<file path="src/rtl/sit_pkg.sv">
// Shared types, constants and codes for the symbol interning table.
package sit_pkg;

    localparam int TABLE_BYTES_DEF  = 4096;
    localparam int MAX_NAME_LEN_DEF = 255;

    // Collected-length counter: one count above the longest legal name.
    localparam int LEN_W      = 9;
    // Byte index into one staged name.
    localparam int NAME_IDX_W = 8;
    // Names staged between the front and the back.
    localparam int QUEUE_DEPTH = 2;

    typedef enum logic [1:0] {
        ST_OK       = 2'd0,
        ST_TOO_LONG = 2'd1,
        ST_FULL     = 2'd2
    } status_t;

    // One completed name waiting for the back end.
    typedef struct packed {
        logic                  too_long;
        logic [NAME_IDX_W-1:0] len;
    } desc_t;

    // Front to queue: byte write and descriptor push.
    typedef struct packed {
        logic                  wr_en;
        logic [NAME_IDX_W-1:0] wr_idx;
        logic [7:0]            wr_data;
        logic                  push;
        desc_t                 desc;
    } front_req_t;

    // Back to queue: name byte read and pop.
    typedef struct packed {
        logic                  pop;
        logic [NAME_IDX_W-1:0] rd_idx;
    } back_req_t;

    // Queue to back: head of the queue.
    typedef struct packed {
        logic  valid;
        desc_t desc;
    } q_head_t;

    typedef enum logic [2:0] {
        B_IDLE,
        B_SCAN,
        B_HEAD,
        B_CMP,
        B_WRITE,
        B_RESULT
    } back_state_t;

endpackage

</file>
<file path="src/rtl/sit_queue.sv">
// Name queue: banked byte buffer plus descriptors between front and back.
module sit_queue (
    input  logic                clk,
    input  logic                rst_n,
    input  sit_pkg::front_req_t freq,
    output logic                full,
    input  sit_pkg::back_req_t  breq,
    output sit_pkg::q_head_t    head,
    output logic [7:0]          name_rdata
);
    import sit_pkg::*;

    localparam int PTR_W = $clog2(QUEUE_DEPTH);
    localparam int CNT_W = $clog2(QUEUE_DEPTH + 1);

    logic [7:0] nbuf_mem [QUEUE_DEPTH * (2 ** NAME_IDX_W)];
    desc_t      desc_reg [QUEUE_DEPTH];

    logic [PTR_W-1:0] wr_ptr_reg;
    logic [PTR_W-1:0] rd_ptr_reg;
    logic [CNT_W-1:0] count_reg;
    logic [CNT_W-1:0] count_next;
    logic [7:0]       name_rdata_reg;

    assign full       = count_reg == CNT_W'(QUEUE_DEPTH);
    assign head.valid = count_reg != '0;
    assign head.desc  = desc_reg[rd_ptr_reg];
    assign name_rdata = name_rdata_reg;

    always_comb
    begin
        count_next = count_reg;
        if (freq.push && !breq.pop)
        begin
            count_next = CNT_W'(count_reg + CNT_W'(1));
        end
        else if (!freq.push && breq.pop)
        begin
            count_next = CNT_W'(count_reg - CNT_W'(1));
        end
    end

    always_ff @(posedge clk or negedge rst_n)
    begin
        if (!rst_n)
        begin
            wr_ptr_reg <= '0;
            rd_ptr_reg <= '0;
            count_reg  <= '0;
        end
        else
        begin
            count_reg <= count_next;
            if (freq.push)
            begin
                wr_ptr_reg <= PTR_W'(wr_ptr_reg + PTR_W'(1));
            end
            if (breq.pop)
            begin
                rd_ptr_reg <= PTR_W'(rd_ptr_reg + PTR_W'(1));
            end
        end
    end

    always_ff @(posedge clk)
    begin
        if (freq.push)
        begin
            desc_reg[wr_ptr_reg] <= freq.desc;
        end
    end

    always_ff @(posedge clk)
    begin
        if (freq.wr_en)
        begin
            nbuf_mem[{wr_ptr_reg, freq.wr_idx}] <= freq.wr_data;
        end
        name_rdata_reg <= nbuf_mem[{rd_ptr_reg, breq.rd_idx}];
    end

    assert property (@(posedge clk) disable iff (!rst_n)
        !(freq.push && full))
        else $error("push into a full name queue");

    assert property (@(posedge clk) disable iff (!rst_n)
        breq.pop |-> head.valid)
        else $error("pop from an empty name queue");

    assert property (@(posedge clk) disable iff (!rst_n)
        (count_reg == '0) |-> (wr_ptr_reg == rd_ptr_reg))
        else $error("queue pointers disagree with the count");

endmodule

</file>
<file path="config.mk">
export PLATFORM = sky130hd
export DESIGN_NAME = sit_queue
export DESIGN_NICKNAME = d
export VERILOG_FILES = /design/src/rtl/sit_pkg.sv /design/src/rtl/sit_queue.sv
export SDC_FILE = /design/constraint.sdc
export NUM_CORES = 2
export LEC_CHECK = 0
export ABC_AREA = 1
export BUFFER_PORTS_ARGS = -buffer_cell sky130_fd_sc_hd__buf_2
export CAP_MARGIN = 20
export CELL_PAD_IN_SITES_DETAIL_PLACEMENT = 1
export CELL_PAD_IN_SITES_GLOBAL_PLACEMENT = 2
export CORE_MARGIN = 2
export CORE_UTILIZATION = 35
export CTS_BUF_LIST = sky130_fd_sc_hd__clkbuf_16
export DETAILED_ROUTE_END_ITERATION = 10
export PLACE_DENSITY_LB_ADDON = 0.15
export SYNTH_ARGS = -nofsm -noshare
export SYNTH_HDL_FRONTEND = slang
export SYNTH_MEMORY_MAX_BITS = 65536
export SYNTH_SLANG_ARGS = --single-unit
</file>
<file path="constraint.sdc">
create_clock -name clk -period 2.11 [get_ports clk]
set_input_delay 0.3165 -clock clk [delete_from_list [all_inputs] [get_ports clk]]
set_output_delay 0.3165 -clock clk [all_outputs]
set_load 0.03 [all_outputs]
</file>
==> results.toml <==
[drt]
drc = 0
first_iter_violations = 10200
firstDrtPassIters = 6
wl_mm = 598
vias_per_cell = 5.28
wl_per_cell_um = 27.2
vias = 116000
drtAntennaViolNets = 0

[timing]
worst_slack_ns = -0.117
setup_viol = 9
finalSetupTns_ns = -0.979
min_period_ns = 2.23
hold_viol = 0
relSlewSlack = 0.495
fmax_mhz = 449
slew_violations = 0
final.period_utilization = 1.06
worst_pin_slew_ns = 0.757
fin_worst_skew_ns = 0.0528
grt_setup_unrepaired = "yes"

[critical_path]
cp_top_family = "flip-flops"
crit_chain = "buf_6 -> nand2_2 -> nand2_2 -> buf_6"
arrival_ns = 1.91
worstSetupPathType = "reg -> out"
cp_num_buf_inv = 2
worstPathRequired_ns = 1.79
crit_fanout = 5
critPathCaptureType = "output pin"
cp_slowest_cell = "dfrtp_2"
critPathMaxStageDelay_ns = 0.47
cp-start-kind = "register"

[clocking]
cts.htree.levels = 5
clkLatencyLatePin_ns = 1.04
clockBufferDepth = 4
cts_root_buffer = "clkbuf_16"
clock-sinks = 4126
clk_pin_slew_worst_paths_ns = 0.06
numCtsBuffers = 459
cts_tree = "built"

[placed_design]
gp_congestion = 0.836
dpl-instance-area_mm2 = 0.188
portBuffers = 56
dp_hpwl_mm = 390
placedCellCount = 21100

[synth]
ys_top_cells_by_area = "edfxtp_1 74%, nand3_1 12%, nand2_1 9.4%, buf_2 1.7%, nor2_1 1.2%"
yosysTopAreaCell = "edfxtp_1"
synth_flop_cell = "edfxtp_1"
synth_top_area_share = 0.738
async_flop_share = 0.000969
syn_avg_cell_area_um2 = 12.0
synth_seq_cells = 4126
synthCells = 14000
synth_edf_count = 4114
synth.distinct_cells = 22
synth_seq_area_share = 0.740
synth_warnings = 0
syn_area_mm2 = 0.167
synth_fp_nets = 14000

[global_route]
antenna_found_initial = 54
grtUsageTotal = 0.243
grt_max_degree = 85
grt_pass1_wl_mm = 865
grt_pass1_vias = 121000
grt_overflow_total = 0

[status]
violations = "negative setup slack"
run_status = "finished with violations"

[hold_path]
hp-class = "in -> reg"

[cells_and_area]
nNetsFinal = 15300
syn_to_final_growth_pct = 22.8
most-common-layout-cells = "4140 x nand2_1, 4114 x edfxtp_1, 4038 x nand3_1"
final_cell_area_mm2 = 0.206
final_common_cell = "nand2_1"
drive_above_1_share = 0.176
largest_register_ffs = 4096
stdcell_count = 22000

[floorplanning]
die_w_um = 695
fp.dieH_um = 695
initial_core_util = 0.352
die_area_mm2 = 0.484
rows = 253
core_area_mm2 = 0.475
ioPinCount = 57

[power]
cellPowerDensity_mw_per_mm2 = 911
ir_drop_mv = 0.695
leakagePower_nw = 74.1

[flow_run]
cap_violations = 0
synth_stat cells, types with 2 or more instances:
cell type / instances
nand2_1: 4189
buf_1: 88
nor2_1: 516
inv_1: 38
inv_2: 3
buf_4: 103
edfxtp_1: 4114
inv_4: 2
nand3_1: 4080
dfxtp_1: 8
buf_2: 581
dfrtp_1: 4
nor3_1: 11
buf_6: 48
xor2_1: 3
clkbuf_1: 165
stage by stage:
stage	hold slack (ns)	worst slack (ns)	power, mW	util
floorplan	0.0209	0.0371	98.6	-
global placement	0.126	-1.64	107	0.395
detailed placement	0.129	-1.58	107	0.395
CTS	0.0484	-0.195	189	0.429
global route	0.128	-0.195	193	0.432
finish	0.131	-0.117	187	0.432
where the power goes:
part | switching, mW | total [mW] | internal [mW]
sequential | 0.560 | 91.0 | 90.5
combinational | 10.7 | 15.4 | 4.75
clock | 34.1 | 80.9 | 46.8
total | 45.4 | 187 | 142
tightest hold or removal path, cell delays in order:
cell,delay (ns)
buf_2,0.17
buf_12,0.20
nand3_1,0.13
nand3_1,0.10
nand3_1,0.10
nand2_1,0.06
layout make-up:
class                   instances  area [um2]
fillers                     49700      270000
repair buffers               1809       18800
repair inverters                1        5.00
clock inverters               390        3430
flip-flops and latches       4126      124000
multi-input cells            8803       39600
inverters                      44         244
well taps                    6375        7980
diodes                          4        10.0
clock buffers                 467       11700
cell families after synthesis:
family	synth area share
buf+inv	0.0320
simple gates	0.228
compound gates	0.0000598
xor+xnor	0.000209
fa+ha+maj	0.0000748
flops	0.740
layer usage:
layer  GRT usage  vias to the layer above  wire length, um
li1            -                    52300                -
met1       0.341                    60200           268000
met2       0.404                     2898           285000
met3      0.0256                      743            28600
met4      0.0632                        2            16900
met5           0                        -               13
final timing paths:
kind                               from          endpoint  slack (ns)  depth (start not counted)
setup reg to reg             wr_ptr_reg  nbuf_mem[350][6]           0                          9
setup / recovery             rd_ptr_reg           head[3]       -0.12                          4
max in group asynchronous         rst_n        wr_ptr_reg        1.73                          3
hold / removal                  breq[6]     name_rdata[7]        0.13                          6
min in group asynchronous         rst_n      count_reg[1]        0.19                          3
hold reg to reg            count_reg[0]      count_reg[0]        0.54                          1
repair_timing:
item	CTS	global route
gates resized for setup	194	413
endpoints found under the hold margin	1307	0
endpoints found under the setup margin	3627	2226
pin swaps	5	10
setup buffers	3	3
hold buffers	33	0
cloned	1	7
Power figures use the tool's default switching activity.
