## config.mk

```make
export PLATFORM = sky130hd
export DESIGN_NAME = sit_front
export DESIGN_NICKNAME = d
export VERILOG_FILES = /design/src/rtl/sit_pkg.sv /design/src/rtl/sit_front.sv
export SDC_FILE = /design/constraint.sdc
export NUM_CORES = 1
export LEC_CHECK = 0
export ABC_CLOCK_PERIOD_IN_PS = 3400
export BUFFER_PORTS_ARGS = -buffer_cell sky130_fd_sc_hd__buf_2
export CORE_ASPECT_RATIO = 0.9
export CORE_MARGIN = 2
export CORE_UTILIZATION = 47
export DETAILED_ROUTE_END_ITERATION = 10
export MAX_ROUTING_LAYER = met4
export PLACE_DENSITY = 0.82
export SLEW_MARGIN = 20
export SYNTH_ARGS = -nofsm -noshare
export SYNTH_HDL_FRONTEND = slang
export SYNTH_SLANG_ARGS = --single-unit
export TNS_END_PERCENT = 30
```

## constraint.sdc

```tcl
create_clock -name clk -period 3.4 [get_ports clk]
set_input_delay 0.68 -clock clk [delete_from_list [all_inputs] [get_ports clk]]
set_output_delay 0.68 -clock clk [all_outputs]
set_load 0.02 [all_outputs]
```

## src/rtl/sit_pkg.sv

```systemverilog
// Shared types, constants and codes for the symbol interning table.
package sit_pkg;

    localparam int TABLE_BYTES_DEF  = 4096;
    localparam int MAX_NAME_LEN_DEF = 255;

    // Collected-length counter: one count above the longest legal name.
    localparam int LEN_W      = 9;
    // Byte index into one staged name.
    localparam int NAME_IDX_W = 8;
    // Names staged between the front and the back.
    localparam int QUEUE_DEPTH = 2;

    typedef enum logic [1:0] {
        ST_OK       = 2'd0,
        ST_TOO_LONG = 2'd1,
        ST_FULL     = 2'd2
    } status_t;

    // One completed name waiting for the back end.
    typedef struct packed {
        logic                  too_long;
        logic [NAME_IDX_W-1:0] len;
    } desc_t;

    // Front to queue: byte write and descriptor push.
    typedef struct packed {
        logic                  wr_en;
        logic [NAME_IDX_W-1:0] wr_idx;
        logic [7:0]            wr_data;
        logic                  push;
        desc_t                 desc;
    } front_req_t;

    // Back to queue: name byte read and pop.
    typedef struct packed {
        logic                  pop;
        logic [NAME_IDX_W-1:0] rd_idx;
    } back_req_t;

    // Queue to back: head of the queue.
    typedef struct packed {
        logic  valid;
        desc_t desc;
    } q_head_t;

    typedef enum logic [2:0] {
        B_IDLE,
        B_SCAN,
        B_HEAD,
        B_CMP,
        B_WRITE,
        B_RESULT
    } back_state_t;

endpackage

```

## src/rtl/sit_front.sv

```systemverilog
// Byte intake: counts name length, flags overlong names, stages bytes.
module sit_front #(
    parameter int MAX_NAME_LEN = sit_pkg::MAX_NAME_LEN_DEF
) (
    input  logic                clk,
    input  logic                rst_n,
    input  logic                s_tvalid,
    output logic                s_tready,
    input  logic [7:0]          s_tdata,   // [7:0] name_byte
    input  logic                s_tlast,   // last_byte
    input  logic                q_full,
    output sit_pkg::front_req_t req
);
    import sit_pkg::*;

    logic [LEN_W-1:0] name_len_reg;
    logic [LEN_W-1:0] name_len_next;
    logic [LEN_W-1:0] len_inc;
    logic             accept;

    assign s_tready = !q_full;
    assign accept   = s_tvalid && !q_full;

    // Saturate one above the limit so an overlong name stays flagged.
    assign len_inc = (name_len_reg <= LEN_W'(MAX_NAME_LEN)) ?
                     LEN_W'(name_len_reg + LEN_W'(1)) : name_len_reg;

    always_comb
    begin
        req.wr_en         = accept && (name_len_reg < LEN_W'(MAX_NAME_LEN));
        req.wr_idx        = name_len_reg[NAME_IDX_W-1:0];
        req.wr_data       = s_tdata;
        req.push          = accept && s_tlast;
        req.desc.too_long = len_inc > LEN_W'(MAX_NAME_LEN);
        req.desc.len      = len_inc[NAME_IDX_W-1:0];
        name_len_next     = name_len_reg;
        if (accept)
        begin
            name_len_next = s_tlast ? '0 : len_inc;
        end
    end

    always_ff @(posedge clk or negedge rst_n)
    begin
        if (!rst_n)
        begin
            name_len_reg <= '0;
        end
        else
        begin
            name_len_reg <= name_len_next;
        end
    end

    assert property (@(posedge clk) disable iff (!rst_n)
        (accept && s_tlast) |=> (name_len_reg == '0))
        else $error("length counter not cleared after a name");

    assert property (@(posedge clk) disable iff (!rst_n)
        req.wr_en |-> (name_len_reg < LEN_W'(MAX_NAME_LEN)))
        else $error("byte staged beyond the name limit");

    assert property (@(posedge clk) disable iff (!rst_n)
        name_len_reg <= LEN_W'(MAX_NAME_LEN + 1))
        else $error("length counter past saturation");

endmodule

```

==> results of run 1 <==
[logic make-up after synthesis]
logic type	after synthesis	synth area share (%)
buffers and inverters	23	18.92
XOR/XNOR	3	3.339
flip-flops	9	28.62
adder cells (fa/ha/maj)	1	1.590
multiplexers	1	1.431
AO/OA/AOI/OAI	23	18.60
AND/OR/NAND/NOR	38	27.51
[metal layers]
metal / up-vias / track usage (%)
li1: 351 / -
met1: 353 / 24.80
met2: 41 / 24.38
met3: 2 / 7.234
met4: 0 / 10.56
met5: - / -
[cells in the final DEF (no fill, tap or decap), drive strengths merged, types with 4 or more instances in the layout]
cell,synthesis,layout
a21oi,4,4
and3,6,6
buf,18,24
dfrtp,9,9
nand2,8,8
nand3,5,5
nor2,7,7
o21ai,7,7
[where the power goes]
group | leakage [nW] | switching, mW | internal (mW)
logic | 0.294 | 0.0594 | 0.0329
clock network | 0.0177 | 0.0435 | 0.0436
registers | 0.122 | 0.0166 | 0.114
[how the worst min path moves through the flow]
| stage | from | endpoint | cells past startpoint |
|---|---|---|---|
| 2_1_floorplan | rst_n | name_len_reg[0] | 0 |
| 3_3_place_gp | rst_n | name_len_reg[5] | 1 |
| 3_5_place_dp | rst_n | name_len_reg[5] | 1 |
| 4_1_cts | rst_n | name_len_reg[3] | 1 |
| 5_1_grt | rst_n | name_len_reg[3] | 1 |
| 6_report | rst_n | name_len_reg[3] | 1 |
[final cells by class]
type                    count  area share (%)
repair buffers             24           14.52
well taps                  24           3.631
clock inverters             1          0.6051
clock buffers               3           2.723
multi-input cells          66           49.92
inverters                   3           1.362
flip-flops and latches      9           27.23
==> flow_metrics.tcl, run 1 <==
set metrics [dict create \
    grt_pass1_vias 634 \
    timing.fmax_mhz 390.1 \
    max-cap-violations 0 \
    irDropWorstVdd_mv 0.3298 \
    synthArstFlopShare_pct 100.0 \
    seq_area_frac_synth_pct 28.62 \
    synth_top_area_share_pct 28.62 \
    cts_made_buffers 3 \
    synth_enable_flop_cells 0 \
    yosys_warnings 0 \
    dieHeight_um 42.82 \
    io_pins 41 \
    grt_usage_pct 18.90 \
    antenna_found_initial 0 \
    cpMostUsedCell "nand2_1" \
    timing.rr.start "name_len_reg[0]" \
    setup_tns_ns 0 \
    ctsLongestPathBuffers 2 \
    initial_core_util_pct 48.31 \
    rsz0062_at_grt "no" \
    wl_met3_um 187 \
    wl_per_cell_um 13.28 \
    grt_pass1_wl_um 2663 \
    multi_input_area_um2 412.9 \
    finalCriticalPeriod_ns 2.563 \
    dpl.hpwl_um 1294 \
    hold_viol_final 0 \
    ys_ff_latch 9 \
    rows 14 \
    post_synth.cell_area_avg_um2 8.031 \
    ys_types 36 \
    period_share_pct 75.39 \
    post-place-cells 126 \
    post-route-util_pct 50.77 \
    antennaDiodeCount 0 \
    syn_nets 112 \
    reg2reg_depth 5 \
    end_kind "primary output" \
    worst_pin_slew_ns 0.3905 \
    synth_area_leader_cell "dfrtp_1" \
    htree_levels 1 \
    post_cts_buffers 0 \
    register_area_um2 225.2 \
    cpPeakStageDelay_ns 0.48 \
    crit_slowest_cell "dfrtp_1" \
    area_delta_synth_final_pct 5.087 \
    hold_class "in -> async" \
    status "finished clean" \
    cts-resized-gates 0 \
    ctsHoldBuffers 0 \
    critPathLaunch "name_len_reg[0]" \
    rr_endpoint "name_len_reg[6]" \
    grt_start_max_net_pins 13 \
    synth_area_um2 787.0 \
    r2r_setup_slack_ns 1.65 \
    fin_hold_ws_ns 0.2447 \
    largest_reg_flops 9 \
    synth.most_common_cell "buf_4" \
    drt_iter0_drc 26 \
    arrival_ns 1.88 \
    crit_family "flip-flops" \
    place_congestion 0.8736 \
    m1WireLength_um 734 \
    fin_worst_skew_ns 0.006139 \
    drive_gt1_share_pct 30.19 \
    crit_cells 6 \
    clock_latency_ns 0.27 \
    die_w_um 47.14 \
    ys.flop_type "dfrtp_1" \
    cp_max_fo 9 \
    postRouteAntennaNets 0 \
    grt_overflow 0 \
    drt-vias-per-instance 5.746 \
    nets 121 \
    cp.required_ns 2.72 \
    dpl_cell_area_um2 799.5 \
    fin_total_pwr_uw 310.1 \
    dr_wl_met2_um 791 \
    slew_viol_final 0 \
    n_fill_cell 164 \
    setup_slack_ns 0.8367 \
    top_layer_used "met4" \
    crit_end "req[0]" \
    final_area_um2 827.0 \
    critPathBufInv 1 \
    drc 0 \
    first_pass_iters 4 \
    crit_path_start_kind "flip-flop" \
    maxSlewHeadroom_pct 73.91 \
    post-place-ws_ns 1.173 \
    critPathKind "reg -> out" \
    synthTopCellsByCount "buf_4, dfrtp_1, nand2_1, nor2_1, o21ai_0" \
    cts_tree "yes" \
    wirelength_um 1727 \
    p_per_area_nw_per_um2 374.9 \
    io_buffers 24 \
    die_area_um2 2018 \
    finalSetupViolations 0 \
    leakage_nw 0.4345 \
    core-area_um2 1629 \
    ys_top_cells_by_area "dfrtp_1, buf_4, o21ai_0, nand2_1, nor2_1" \
    path_clk_slew_ns 0.07 \
    crit_chain "ha_1 > nand2_1 > nand4_1 > nand2_1 > mux2_2 > buf_2" \
    clkSinkCount 9 \
    num_vias 747 \
    syn_inst 98 \
    root_buffer "clkbuf_4" \
    final_cells 130 \
]
No activity file was read; power rests on OpenSTA's default activity.
==> run 2, diff against run 1 <==
Settings changed: ABC_AREA set to 1, ABC_CLOCK_PERIOD_IN_PS 3400 to 2600, CORE_UTILIZATION 47 to 45, PLACE_DENSITY 0.82 to 0.78.
Clock period 3.4 ns to 2.6 ns, I/O delays scaled along.
==> flow_metrics.tcl, run 2 <==
set metrics [dict create \
    status "finished clean" \
    final_cell_mix "nand2_1, buf_2, nand3_1, inv_1, dfrtp_1" \
    p_per_area_nw_per_um2 423.3 \
    antennaDiodeCount 0 \
    grt_start_max_net_pins 13 \
    critPathKind "reg -> out" \
    syn_nets 133 \
    post_cts_buffers 0 \
    root_buffer "clkbuf_4" \
    grt_usage_pct 17.66 \
    crit_path_start_kind "flip-flop" \
    rr_endpoint "name_len_reg[1]" \
    drt_iter0_drc 23 \
    leakage_nw 0.4790 \
    synthArstFlopShare_pct 100.0 \
    finalCriticalPeriod_ns 2.318 \
    yosys_warnings 0 \
    htree_levels 1 \
    antenna_found_initial 0 \
    drc 0 \
    hold_viol_final 0 \
    ys_types 21 \
    rsz0062_at_grt "no" \
    fin_worst_skew_ns 0.003255 \
    drive_gt1_share_pct 27.13 \
    clock_latency_ns 0.27 \
    ys_top_cells_by_area "dfrtp_1, buf_4, nand2_1, nand3_1, inv_1" \
    dpl.hpwl_um 1313 \
    syn_inst 119 \
    die_w_um 48.99 \
    first_pass_iters 4 \
    timing.fmax_mhz 431.4 \
    maxSlewHeadroom_pct 62.69 \
    synth_enable_flop_cells 0 \
    n_fill_cell 177 \
    cp.required_ns 2.08 \
    reg2reg_depth 8 \
    grt_pass1_vias 657 \
    ctsHoldBuffers 0 \
    cts_tree "yes" \
    wl_per_cell_um 11.31 \
    synth.most_common_cell "nand2_1" \
    dieHeight_um 44.49 \
    ys.flop_type "dfrtp_1" \
    setup_tns_ns 0 \
    final_common_cell "nand2_1" \
    post-place-ws_ns 0.5854 \
    place_congestion 0.8644 \
    wirelength_um 1731 \
    r2r_setup_slack_ns 1.11 \
    hold_class "in -> async" \
    grt_overflow 0 \
    largest_reg_flops 9 \
    synth_area_um2 819.5 \
    worst_pin_slew_ns 0.5576 \
    period_share_pct 89.16 \
    seq_area_frac_synth_pct 27.48 \
    synth_area_leader_cell "dfrtp_1" \
    clkSinkCount 9 \
    irDropWorstVdd_mv 0.2534 \
    rows 14 \
    die_area_um2 2179 \
    post_synth.cell_area_avg_um2 6.887 \
    arrival_ns 1.80 \
    initial_core_util_pct 48.23 \
    cp_max_fo 6 \
    grt_pass1_wl_um 2870 \
    postRouteAntennaNets 0 \
    path_clk_slew_ns 0.07 \
    timing.rr.start "name_len_reg[0]" \
    ctsLongestPathBuffers 2 \
    nets 144 \
    drt-vias-per-instance 4.843 \
    io_pins 41 \
    ys_ff_latch 9 \
    cts-resized-gates 0 \
    core-area_um2 1699 \
    synthTopCellsByCount "nand2_1, nand3_1, inv_1, buf_4, dfrtp_1" \
    synth_top_area_share_pct 27.48 \
    num_vias 741 \
    max-cap-violations 0 \
    io_buffers 24 \
    slew_viol_final 0 \
    area_delta_synth_final_pct 4.580 \
    finalSetupViolations 0 \
    cts_made_buffers 3 \
    setup_slack_ns 0.2818 \
    critPathLaunch "name_len_reg[0]" \
    end_kind "primary output" \
]
## run 2: cell types whose count changed in the layout (fill, tap and decap cells not counted), sizes merged, moves of 2 or more
cell   previous run  this run
nand3             5        21
a31oi             3         0
nor2b             3         0
nand2             8        31
and2              1         5
a21oi             4         0
nand4             2         0
o21a              2         0
inv               3        17
o21ai             7         4
o22a              2         0
and3              6         0
## run 2: power breakdown
part	internal (mW)	total [mW]	leakage, nW	switching [mW]
Sequential	0.147	0.158	0.124	0.0116
Clock	0.0594	0.114	0.0150	0.0549
Combinational	0.0329	0.0901	0.340	0.0571
## run 2: worst max path at each step
stage	to	cells after the start	slack, ns
final	req[1]	8	0.28
after global routing	req[3]	8	0.13
after CTS	req[1]	8	0.29
after detailed placement	req[5]	8	0.59
after global placement	req[2]	8	0.64
after floorplan	req[5]	7	0.78
## run 2: kinds of logic after synthesis
group | count (synthesis) | share of synthesized area, %
AO/OA/AOI/OAI | 5 | 3.359
AND/OR/NAND/NOR | 66 | 39.69
buffers and inverters | 35 | 24.73
adder cells (fa/ha/maj) | 1 | 1.526
flip-flops | 9 | 27.48
XOR/XNOR | 3 | 3.207
## run 2: layout make-up
type | instances | area, µm² | area share, %
flip-flops and latches | 9 | 225.2 | 26.28
well taps | 24 | 30.03 | 3.504
clock buffers | 4 | 26.28 | 3.066
multi-input cells | 75 | 391.6 | 45.69
repair buffers | 24 | 120.1 | 14.01
inverters | 17 | 63.81 | 7.445
## run 2: critical path, stage by stage, from the launching register on
cell and delay (ns):
dfrtp_1 0.45, ha_1 0.22, nand2_1 0.09, nor2_2 0.15, nand2_1 0.10, nand3_2 0.12, nand3_1 0.11, and2_1 0.16
buf_2 0.15
## run 2: through the flow
stage	area [µm²]	total power [mW]	hold WS, ns	std cells	util (%)
floorplan	819.5	0.2480	0.2244	119	-
global placement	830.8	0.2499	0.3911	149	48.90
detailed placement	830.8	0.2519	0.3964	149	48.90
CTS	857.1	0.3655	0.1102	153	50.44
global route	857.1	0.3757	0.1188	153	50.44
finish	857.1	0.3628	0.09688	153	50.44
## run 2: routing by layer
layer	routed length, µm	track usage [%]	vias up	part of all wire (%)
li1	-	-	378	-
met1	742	21.76	328	43
met2	817	27.40	28	47
met3	114	2.027	7	6.6
met4	57	12.57	0	3.3
met5	0	-	-	0
